## src/rtl/mm4_pkg.sv

```systemverilog
package mm4_pkg;

  localparam int DIM    = 4;
  localparam int NELEM  = DIM * DIM;
  localparam int IDX_W  = $clog2(NELEM);
  localparam int Z_W    = $clog2(DIM);
  localparam int DATA_W = 32;
  localparam int PROD_W = 2 * DATA_W;
  localparam int ACC_W  = PROD_W + Z_W;

  localparam logic [1:0] REQ_LOAD_A  = 2'd0;
  localparam logic [1:0] REQ_LOAD_B  = 2'd1;
  localparam logic [1:0] REQ_COMPUTE = 2'd2;

  typedef struct packed {
    logic [1:0]               req_type;
    logic [3:0]               element_index;
    logic signed [DATA_W-1:0] element_value;
  } mm4_in_t;

  typedef struct packed {
    logic signed [DATA_W-1:0] product_value;
    logic [3:0]               result_index;
    logic                     last_result;
  } mm4_out_t;

  // control that travels alongside one multiply-accumulate step
  typedef struct packed {
    logic             valid;
    logic             first;   // z == 0, restart the sum
    logic             last_z;  // z == DIM-1, sum complete
    logic             last;    // final element of the run
    logic [IDX_W-1:0] idx;
  } mm4_ctl_t;

  typedef enum logic [1:0] {
    SEQ_IDLE,
    SEQ_RUN,
    SEQ_DRAIN
  } mm4_seq_state_t;

endpackage

```

## src/rtl/mm4_ram.sv

```systemverilog
module mm4_ram #(
  parameter int WIDTH = 32,
  parameter int DEPTH = 16
) (
  input  logic                     clk,
  input  logic                     we,
  input  logic [$clog2(DEPTH)-1:0] waddr,
  input  logic [WIDTH-1:0]         wdata,
  input  logic                     re,
  input  logic [$clog2(DEPTH)-1:0] raddr,
  output logic [WIDTH-1:0]         rdata
);

  logic [WIDTH-1:0] mem [DEPTH];

  always_ff @(posedge clk) begin
    if (we) begin
      mem[waddr] <= wdata;
    end
    if (re) begin
      rdata <= mem[raddr];
    end
  end

endmodule

```

## src/rtl/mm4_seq.sv

```systemverilog
module mm4_seq import mm4_pkg::*; (
  input  logic             clk,
  input  logic             rst_n,
  input  logic             start,
  input  logic             adv,
  input  logic             done,
  output logic             idle,
  output mm4_ctl_t         issue,
  output logic [IDX_W-1:0] a_addr,
  output logic [IDX_W-1:0] b_addr
);

  mm4_seq_state_t state_r, state_nxt;
  logic [Z_W-1:0] x_r, x_nxt;
  logic [Z_W-1:0] y_r, y_nxt;
  logic [Z_W-1:0] z_r, z_nxt;
  logic [IDX_W-1:0] idx_r, idx_nxt;
  logic last_issue;

  localparam logic [Z_W-1:0] ZMAX = Z_W'(DIM - 1);

  assign last_issue = (z_r == ZMAX) && (idx_r == IDX_W'(NELEM - 1));

  // next state
  always_comb begin
    state_nxt = state_r;
    unique case (state_r)
      SEQ_IDLE:  if (start) state_nxt = SEQ_RUN;
      SEQ_RUN:   if (adv && last_issue) state_nxt = SEQ_DRAIN;
      SEQ_DRAIN: if (done) state_nxt = SEQ_IDLE;
      default:   state_nxt = SEQ_IDLE;
    endcase
  end

  // loop counters: z innermost, then x, then y
  always_comb begin
    x_nxt   = x_r;
    y_nxt   = y_r;
    z_nxt   = z_r;
    idx_nxt = idx_r;
    if (state_r == SEQ_IDLE) begin
      x_nxt   = '0;
      y_nxt   = '0;
      z_nxt   = '0;
      idx_nxt = '0;
    end else if (state_r == SEQ_RUN && adv) begin
      if (z_r == ZMAX) begin
        z_nxt   = '0;
        idx_nxt = idx_r + IDX_W'(1);
        if (x_r == ZMAX) begin
          x_nxt = '0;
          y_nxt = y_r + Z_W'(1);
        end else begin
          x_nxt = x_r + Z_W'(1);
        end
      end else begin
        z_nxt = z_r + Z_W'(1);
      end
    end
  end

  // outputs
  always_comb begin
    idle         = (state_r == SEQ_IDLE);
    issue.valid  = (state_r == SEQ_RUN);
    issue.first  = (z_r == '0);
    issue.last_z = (z_r == ZMAX);
    issue.last   = last_issue;
    issue.idx    = idx_r;
    a_addr       = IDX_W'(x_r) + IDX_W'(z_r) * IDX_W'(DIM);
    b_addr       = IDX_W'(z_r) + IDX_W'(y_r) * IDX_W'(DIM);
  end

  always_ff @(posedge clk) begin
    if (!rst_n) begin
      state_r <= SEQ_IDLE;
      x_r     <= '0;
      y_r     <= '0;
      z_r     <= '0;
      idx_r   <= '0;
    end else begin
      state_r <= state_nxt;
      x_r     <= x_nxt;
      y_r     <= y_nxt;
      z_r     <= z_nxt;
      idx_r   <= idx_nxt;
    end
  end

endmodule

```

## src/rtl/mm4_mac.sv

```systemverilog
module mm4_mac import mm4_pkg::*; #(
  parameter int FRAC_BITS = 16
) (
  input  logic              clk,
  input  logic              rst_n,
  input  mm4_ctl_t          issue,
  input  logic [DATA_W-1:0] a_data,
  input  logic [DATA_W-1:0] b_data,
  input  logic              out_ready,
  output logic              adv,
  output logic              done,
  output logic              out_valid,
  output mm4_out_t          out_data
);

  mm4_ctl_t ctl1_r, ctl2_r, ctl3_r;
  logic signed [PROD_W-1:0] prod_r;
  logic signed [ACC_W-1:0]  acc_r, acc_base, acc_nxt, shifted;
  logic [ACC_W-DATA_W:0]    upper;
  logic signed [DATA_W-1:0] sat;
  logic fin;
  logic out_valid_r;
  mm4_out_t out_data_r;

  // whole pipeline holds while a result waits in the output register
  assign adv = !out_valid_r || out_ready;
  assign fin = ctl3_r.valid && ctl3_r.last_z;
  assign done = adv && fin && ctl3_r.last;

  always_comb begin
    acc_base = ctl2_r.first ? '0 : acc_r;
    acc_nxt  = acc_base + ACC_W'(prod_r);
  end

  // arithmetic shift floors; saturate if the upper bits are not a pure sign run
  always_comb begin
    shifted = acc_r >>> FRAC_BITS;
    upper   = shifted[ACC_W-1:DATA_W-1];
    if (&upper || ~|upper) begin
      sat = shifted[DATA_W-1:0];
    end else if (upper[ACC_W-DATA_W]) begin
      sat = {1'b1, {(DATA_W-1){1'b0}}};
    end else begin
      sat = {1'b0, {(DATA_W-1){1'b1}}};
    end
  end

  always_ff @(posedge clk) begin
    if (!rst_n) begin
      ctl1_r      <= '0;
      ctl2_r      <= '0;
      ctl3_r      <= '0;
      out_valid_r <= 1'b0;
    end else if (adv) begin
      ctl1_r      <= issue;
      ctl2_r      <= ctl1_r;
      ctl3_r      <= ctl2_r;
      out_valid_r <= fin;
    end
  end

  always_ff @(posedge clk) begin
    if (adv) begin
      prod_r <= signed'(a_data) * signed'(b_data);
      if (ctl2_r.valid) begin
        acc_r <= acc_nxt;
      end
      if (fin) begin
        out_data_r.product_value <= sat;
        out_data_r.result_index  <= 4'(ctl3_r.idx);
        out_data_r.last_result   <= ctl3_r.last;
      end
    end
  end

  assign out_valid = out_valid_r;
  assign out_data  = out_data_r;

endmodule

```

## src/rtl/matrix4x4_multiply.sv

```systemverilog
// Loads: one transaction per cycle while idle, written to the A or B memory at
// acceptance. Compute: each result sums four terms, with one memory read pair and
// one 32x32 multiply per term, for a run of 16 results; in_ready returns when the
// last result is registered. Output stalls hold the whole pipeline.
// Reset (rst_n low, synchronous) clears control only; matrix contents are undefined.
module matrix4x4_multiply import mm4_pkg::*; #(
  parameter int FRAC_BITS = 16
) (
  input  logic     clk,
  input  logic     rst_n,
  input  logic     in_valid,
  output logic     in_ready,
  input  mm4_in_t  in_data,
  output logic     out_valid,
  input  logic     out_ready,
  output mm4_out_t out_data
);

  logic in_fire, start, we_a, we_b;
  logic adv, done, idle;
  mm4_ctl_t issue;
  logic [IDX_W-1:0] a_addr, b_addr, waddr;
  logic [DATA_W-1:0] a_data, b_data;

  // no loads are taken during a run, so reads and writes never overlap
  assign in_ready = idle;
  assign in_fire  = in_valid && in_ready;
  assign start    = in_fire && (in_data.req_type == REQ_COMPUTE);
  assign we_a     = in_fire && (in_data.req_type == REQ_LOAD_A);
  assign we_b     = in_fire && (in_data.req_type == REQ_LOAD_B);
  assign waddr    = IDX_W'(in_data.element_index);

  mm4_seq u_seq (
    .clk    (clk),
    .rst_n  (rst_n),
    .start  (start),
    .adv    (adv),
    .done   (done),
    .idle   (idle),
    .issue  (issue),
    .a_addr (a_addr),
    .b_addr (b_addr)
  );

  mm4_ram #(.WIDTH(DATA_W), .DEPTH(NELEM)) u_mem_a (
    .clk   (clk),
    .we    (we_a),
    .waddr (waddr),
    .wdata (in_data.element_value),
    .re    (adv && issue.valid),
    .raddr (a_addr),
    .rdata (a_data)
  );

  mm4_ram #(.WIDTH(DATA_W), .DEPTH(NELEM)) u_mem_b (
    .clk   (clk),
    .we    (we_b),
    .waddr (waddr),
    .wdata (in_data.element_value),
    .re    (adv && issue.valid),
    .raddr (b_addr),
    .rdata (b_data)
  );

  mm4_mac #(.FRAC_BITS(FRAC_BITS)) u_mac (
    .clk       (clk),
    .rst_n     (rst_n),
    .issue     (issue),
    .a_data    (a_data),
    .b_data    (b_data),
    .out_ready (out_ready),
    .adv       (adv),
    .done      (done),
    .out_valid (out_valid),
    .out_data  (out_data)
  );

endmodule

```

## config.mk

```make
export PLATFORM = sky130hd
export DESIGN_NAME = matrix4x4_multiply
export DESIGN_NICKNAME = d
export VERILOG_FILES = /design/src/rtl/mm4_pkg.sv /design/src/rtl/mm4_ram.sv /design/src/rtl/mm4_seq.sv /design/src/rtl/mm4_mac.sv /design/src/rtl/matrix4x4_multiply.sv
export SDC_FILE = /design/constraint.sdc
export NUM_CORES = 2
export LEC_CHECK = 0
export ABC_AREA = 1
export BUFFER_PORTS_ARGS = -buffer_cell sky130_fd_sc_hd__buf_2
export CAP_MARGIN = 25
export CORE_MARGIN = 4
export CORE_UTILIZATION = 38
export CTS_CLUSTER_SIZE = 20
export DETAILED_ROUTE_END_ITERATION = 8
export GPL_TIMING_DRIVEN = 0
export PLACE_DENSITY = 0.56
export SETUP_SLACK_MARGIN = 0.3
export SYNTH_ARGS = -nofsm -noshare
export SYNTH_HDL_FRONTEND = slang
export SYNTH_HIERARCHICAL = 1
export SYNTH_SLANG_ARGS = --single-unit
export TNS_END_PERCENT = 100
```

## constraint.sdc

```tcl
create_clock -name clk -period 12.1 [get_ports clk]
set_input_delay 1.21 -clock clk [delete_from_list [all_inputs] [get_ports clk]]
set_output_delay 1.21 -clock clk [all_outputs]
set_load 0.02 [all_outputs]
```

### Word level (Yosys, flattened, before mapping)

Memory sizes are Yosys's and may differ from the RTL's. A register that Yosys moved wholly into a read port is not among the register bits.
Index checks and enable logic that the tools add are counted.

* add/sub/neg operators: 7
* multiply operators: 1
* equal/unequal tests: 10
* mux-type cells: 13
* bitwise logic cells: 1
* reduce and logical (&&, ||, !) cells: 25

Operators by type and width (number)
* $add 66x64->66: 1
* $mux 66: 1
* $mul 32x32->64: 1
* $mux 32: 2
* $reduce_and 19->1: 1
* $reduce_or 19->1: 1
* $logic_and 1x1->1: 10
* $mux 2: 5
* $add 2x4->4: 2
* $eq 2x2->1 const B: 4
* $add 2x1->2 const B: 3
* $logic_not 2->1: 3
* $pmux 2 s3: 1
* $reduce_and 2->1: 3
* $reduce_and 3->1: 2
* $add 4x1->4 const B: 1
* $eq 2x1->1 const B: 2
* $eq 4x4->1 const B: 1
* $mux 1: 4
* $ne 2x2->1 const B: 2
* $logic_not 1->1: 2
* $logic_or 1x1->1: 2
* $ne 2x1->1 const B: 1
* $reduce_or 2->1: 1
* $not 1->1: 1

* flip-flop bits (word level): 203
* RAM bits: 1024
* bits of input ports: 42
* output and inout port bits: 39
* word-level logic and storage cells: 84
* memories kept: 2

Memory list
* u_mem_a.mem: depth 16, width 32, rd ports 1, clocked after Yosys merged registers in 1, wr ports 1, RTL line mm4_ram.sv:14 `logic [WIDTH-1:0] mem [DEPTH];`
* u_mem_b.mem: depth 16, width 32, rd ports 1, clocked after Yosys merged registers in 1, wr ports 1, RTL line mm4_ram.sv:14

### Logic depth before layout (Yosys ltp)

* word-level depth: 6
* gate-level depth with buffers: 32
* gate-level depth less buffers: 31

### Cells and area by module

The synthesis kept the hierarchy.

By module, submodules not included
* mm4_mac: times used 1, cells each 6606, area an instance 50967.6 um2, sequential area each 5495.3 um2
* mm4_ram: times used 2, cells each 2120, area an instance 23050.9 um2, sequential area each 16335.7 um2
* mm4_seq: times used 1, cells each 86, area an instance 634.4 um2, sequential area each 240.2 um2
* matrix4x4_multiply: times used 1, cells each 11, area an instance 46.3 um2, sequential area each 0.0 um2

### Worst setup path after synthesis

Ideal clock, no wire load.

* kind: reg-to-reg
* start: register u_mem_a.rdata[31], read port of u_mem_a.mem
* end: register u_mac.prod_r[62] (data pin)
* library setup time: 0.252 ns
* arrival: 7.100 ns
* data required time: 11.848 ns
* setup slack: 4.748 ns
* cell stages (with the launch flop): 28
* path buffers: 1
* period minus slack after synthesis: 7.352 ns
* cells stage by stage: edfxtp_1 -> clkbuf_1 -> nand2_1 -> inv_1 -> fa_1 -> fa_1 -> inv_1 -> fa_1 -> inv_1 -> fa_1 -> inv_1 -> fa_1 -> inv_1 -> fa_1 -> inv_1 -> fa_1 -> inv_1 -> fa_1 -> ha_1 -> a21oi_1 -> a21boi_0 -> nand2_1 -> nand2_1 -> nand2_1 -> a21oi_1 -> nand2_1 -> nand2_1 -> nand2_1

* longest elaborated chain between the ends: 1

RTL lines
* start: declaration: RTL line mm4_ram.sv:11 `output logic [WIDTH-1:0] rdata`
* $mul 32x32->64: RTL line mm4_mac.sv:64 `prod_r <= signed'(a_data) * signed'(b_data);`
* end signal: assignment: RTL line mm4_mac.sv:64
* end: declaration: RTL line mm4_mac.sv:17 `logic signed [PROD_W-1:0] prod_r;`

Every way passes these cells.
A chain may end at the register's enable or synchronous reset.

### Final worst setup path

* start: register u_mem_b.rdata[7], read port of u_mem_b.mem
* end: register u_mac.prod_r[58] (data pin)

* longest elaborated chain between the ends: 1

RTL lines (RTL line)
* start: declaration: mm4_ram.sv:11
* $mul 32x32->64: mm4_mac.sv:64

Every way passes these cells.

==> impl_metrics.json <==
{
  "drc": 0,
  "hp-start": "u_mac/ctl3_r[0]$_SDFFE_PN0N_",
  "avgSynthCellArea_um2": 8.933,
  "clk_pin_slew_ns": 0.06,
  "ios": 81,
  "fin_skew_ns": 0.05975,
  "worst-path-max-fanout": 11,
  "grt_max_degree": 65,
  "syn_to_final_growth_pct": 11.32,
  "rsz0062_at_grt": "false",
  "crit_type": "flop to flop",
  "clk_latency_ns": 0.82,
  "final-setup-viol-count": 0,
  "cap_viol_max_count": 0,
  "multi_input_area_um2": 46960,
  "wl_mm": 355.3,
  "cts_made_buffers": 144,
  "slew_headroom_pct": 20.13,
  "max_freq_mhz": 107.6,
  "die_w_um": 515.2,
  "synth_edf_count": 1255,
  "avgViaCountPerCell": 5.002,
  "core_um2": 255100,
  "post-route-period-util_pct": 76.81,
  "die_area_um2": 265400,
  "regArea_um2": 38410,
  "place_congestion": 1.010,
  "tightest_slew_ns": 1.198,
  "finalHoldViolCount": 0,
  "routedWlPerCell_um": 24.09,
  "hold_buffers": 0,
  "synth_ff_type": "edfxtp_1",
  "cts.sinks": 1291,
  "grt-ovfl-total": 0,
  "cts-root-buf": "clkbuf_16",
  "grt_pass1_vias": 73243,
  "yosysWarningCount": 6,
  "finalNetCount": 12634,
  "vias": 73759,
  "start_util_pct": 38.32,
  "fill_cells": 25206,
  "ys_seq_area_share_pct": 39.29,
  "period_minus_slack_ns": 9.294,
  "grt.total_usage_pct": 26.54,
  "h-tree-depth": 4,
  "start_kind": "flop",
  "reg2reg_from": "u_mem_b/rdata[7]$_DFFE_PP_",
  "layout-drive-gt1-share_pct": 6.044,
  "maxSlewViolCount": 0,
  "ant_nets": 0,
  "yosysMostFrequentCell": "nand2_1",
  "cts_setup_buffers": 0,
  "crit_start": "u_mem_b/rdata[7]$_DFFE_PP_",
  "first_pass_iters": 8,
  "min_path_type": "flop to flop",
  "ys_ff_latch": 1291,
  "synthesis.nets": 12321,
  "cp.arrival_ns": 9.79,
  "async_flop_share_pct": 0,
  "required_ns": 12.60,
  "synth.largest_area_cell": "edfxtp_1",
  "drtIter0Drc": 7418,
  "portBuffers": 80,
  "fin_setup_tns_ns": 0,
  "cts_tree": "done",
  "fp.dieH_um": 515.2,
  "clockBufferDepth": 3,
  "outcome": "complete, no violations",
  "synthCells": 10943,
  "hpwl_mm": 279.4,
  "netlist_area_um2": 97750,
  "end_kind": "flop",
  "cts.repair.resized": 0,
  "grt_pass1_wl_mm": 506.3,
  "synthTopCellsByArea": "edfxtp_1, fa_1, nand2_1",
  "ys_types": 49,
  "antenna_found_initial": 25,
  "synthTopCellsByCount": "nand2_1, inv_1, edfxtp_1",
  "yosys.area.top_type_share_pct": 38.55,
  "num_rows": 185
}
[layer usage]
| metal | part of all wire (%) | wire [um] | vias to the layer above | GRT usage [%] |
|---|---|---|---|---|
| met4 | 5.0 | 17730 | 16 | 11.13 |
| li1 | - | - | 33442 | - |
| met2 | 46 | 164800 | 3171 | 43.32 |
| met3 | 7.9 | 28150 | 640 | 4.657 |
| met5 | 0.033 | 118 | - | 0 |
| met1 | 41 | 144400 | 36490 | 34.92 |
[through the flow]
step	instances	setup WS, ns	hold slack, ns	area [um^2]	util (%)
floorplan	10943	4.748	0.4082	97750	-
global placement	14389	2.510	0.4190	102400	40.13
detailed placement	14468	2.852	0.4193	104100	40.80
CTS	14724	2.858	0.4305	108700	42.60
global route	14733	2.498	0.4407	108800	42.65
finish	14747	2.806	0.4274	108800	42.66
[cell usage in the layout, fill, tap and decap left out, drive strengths merged, types with 5 or more instances in the layout]
master and instances:
nor3 24, clkinvlp 5, xnor2 11, a21boi 5, edfxtp 1255, dfxtp 36, diode 15, nand2 3288
o21ai 103, xor2 67, or2 12, nand3 902, nand3b 5, ha 253, fa 1083, a21oi 177
o21bai 33, nor2 424, a21o 5, clkbuf 413, clkinv 73, bufinv 5, inv 2767, nand4 51
buf 355, nor4 11
[area by class of cell]
cell class,count,share of cell area (%)
diodes,15,0.03449
multi-input cells,6457,43.16
flip-flops and latches,1291,35.29
clock buffers,176,3.451
clock inverters,80,0.7554
plain buffers,425,2.049
well taps,3366,3.870
inverters,2770,9.562
repair buffers,167,1.826
[flip-flops by register name, summed over array words and instances (netlist names)]
| register | flops |
|---|---|
| u_seq/idx_r | 4 |
| u_mac/ctl1_r | 8 |
| u_seq/state_r | 2 |
| u_mac/ctl3_r | 7 |
| u_mem_b/mem | 512 |
| u_mem_a/rdata | 32 |
| u_seq/y_r | 2 |
| u_mem_b/rdata | 32 |
| u_mac/acc_r | 66 |
| u_seq/z_r | 2 |
| u_mac/out_data | 37 |
| u_mac/out_valid | 1 |
| u_mac/prod_r | 64 |
| u_mem_a/mem | 512 |
| u_seq/x_r | 2 |
| u_mac/ctl2_r | 8 |
[worst paths after layout]
check                                              endpoint  slack (ns)  cells past startpoint
worst max register to register   u_mac/prod_r[58]$_DFFE_PN_        2.81                     27
worst min-delay path            u_mac/out_data[1]$_DFFE_PP_        0.43                      0
worst max-delay path             u_mac/prod_r[58]$_DFFE_PN_        2.81                     27
worst min register to register  u_mac/out_data[1]$_DFFE_PP_        0.43                      0
[cell families after synthesis]
group	count (synthesis)	synth area share (%)
buf+inv	3195	12.92
flops	1291	39.29
xor+xnor	78	0.6989
fa+ha+maj	1336	25.42
simple gates	4719	19.87
compound gates	324	1.798
[worst max-delay path, stage by stage (launching register included)]
cell	delay, ns
edfxtp_1	0.71
clkbuf_1	0.68
nand2_1	0.12
inv_1	0.10
fa_1	0.52
fa_1	0.67
inv_1	0.12
fa_1	0.55
inv_1	0.07
fa_1	1.08
inv_1	0.46
fa_1	0.60
inv_1	0.05
fa_1	0.53
inv_1	0.05
fa_1	0.47
inv_1	0.05
fa_1	0.45
ha_1	0.41
nand2_1	0.14
nor2_1	0.18
inv_1	0.09
nor2_1	0.23
nand2_1	0.12
nor3_1	0.16
nand2_1	0.16
nand4_1	0.11
nand2_1	0.12
Power is left out: the tool's default activity adds up to more than one toggle a clock period on the data nets, which glitch-free logic cannot reach.
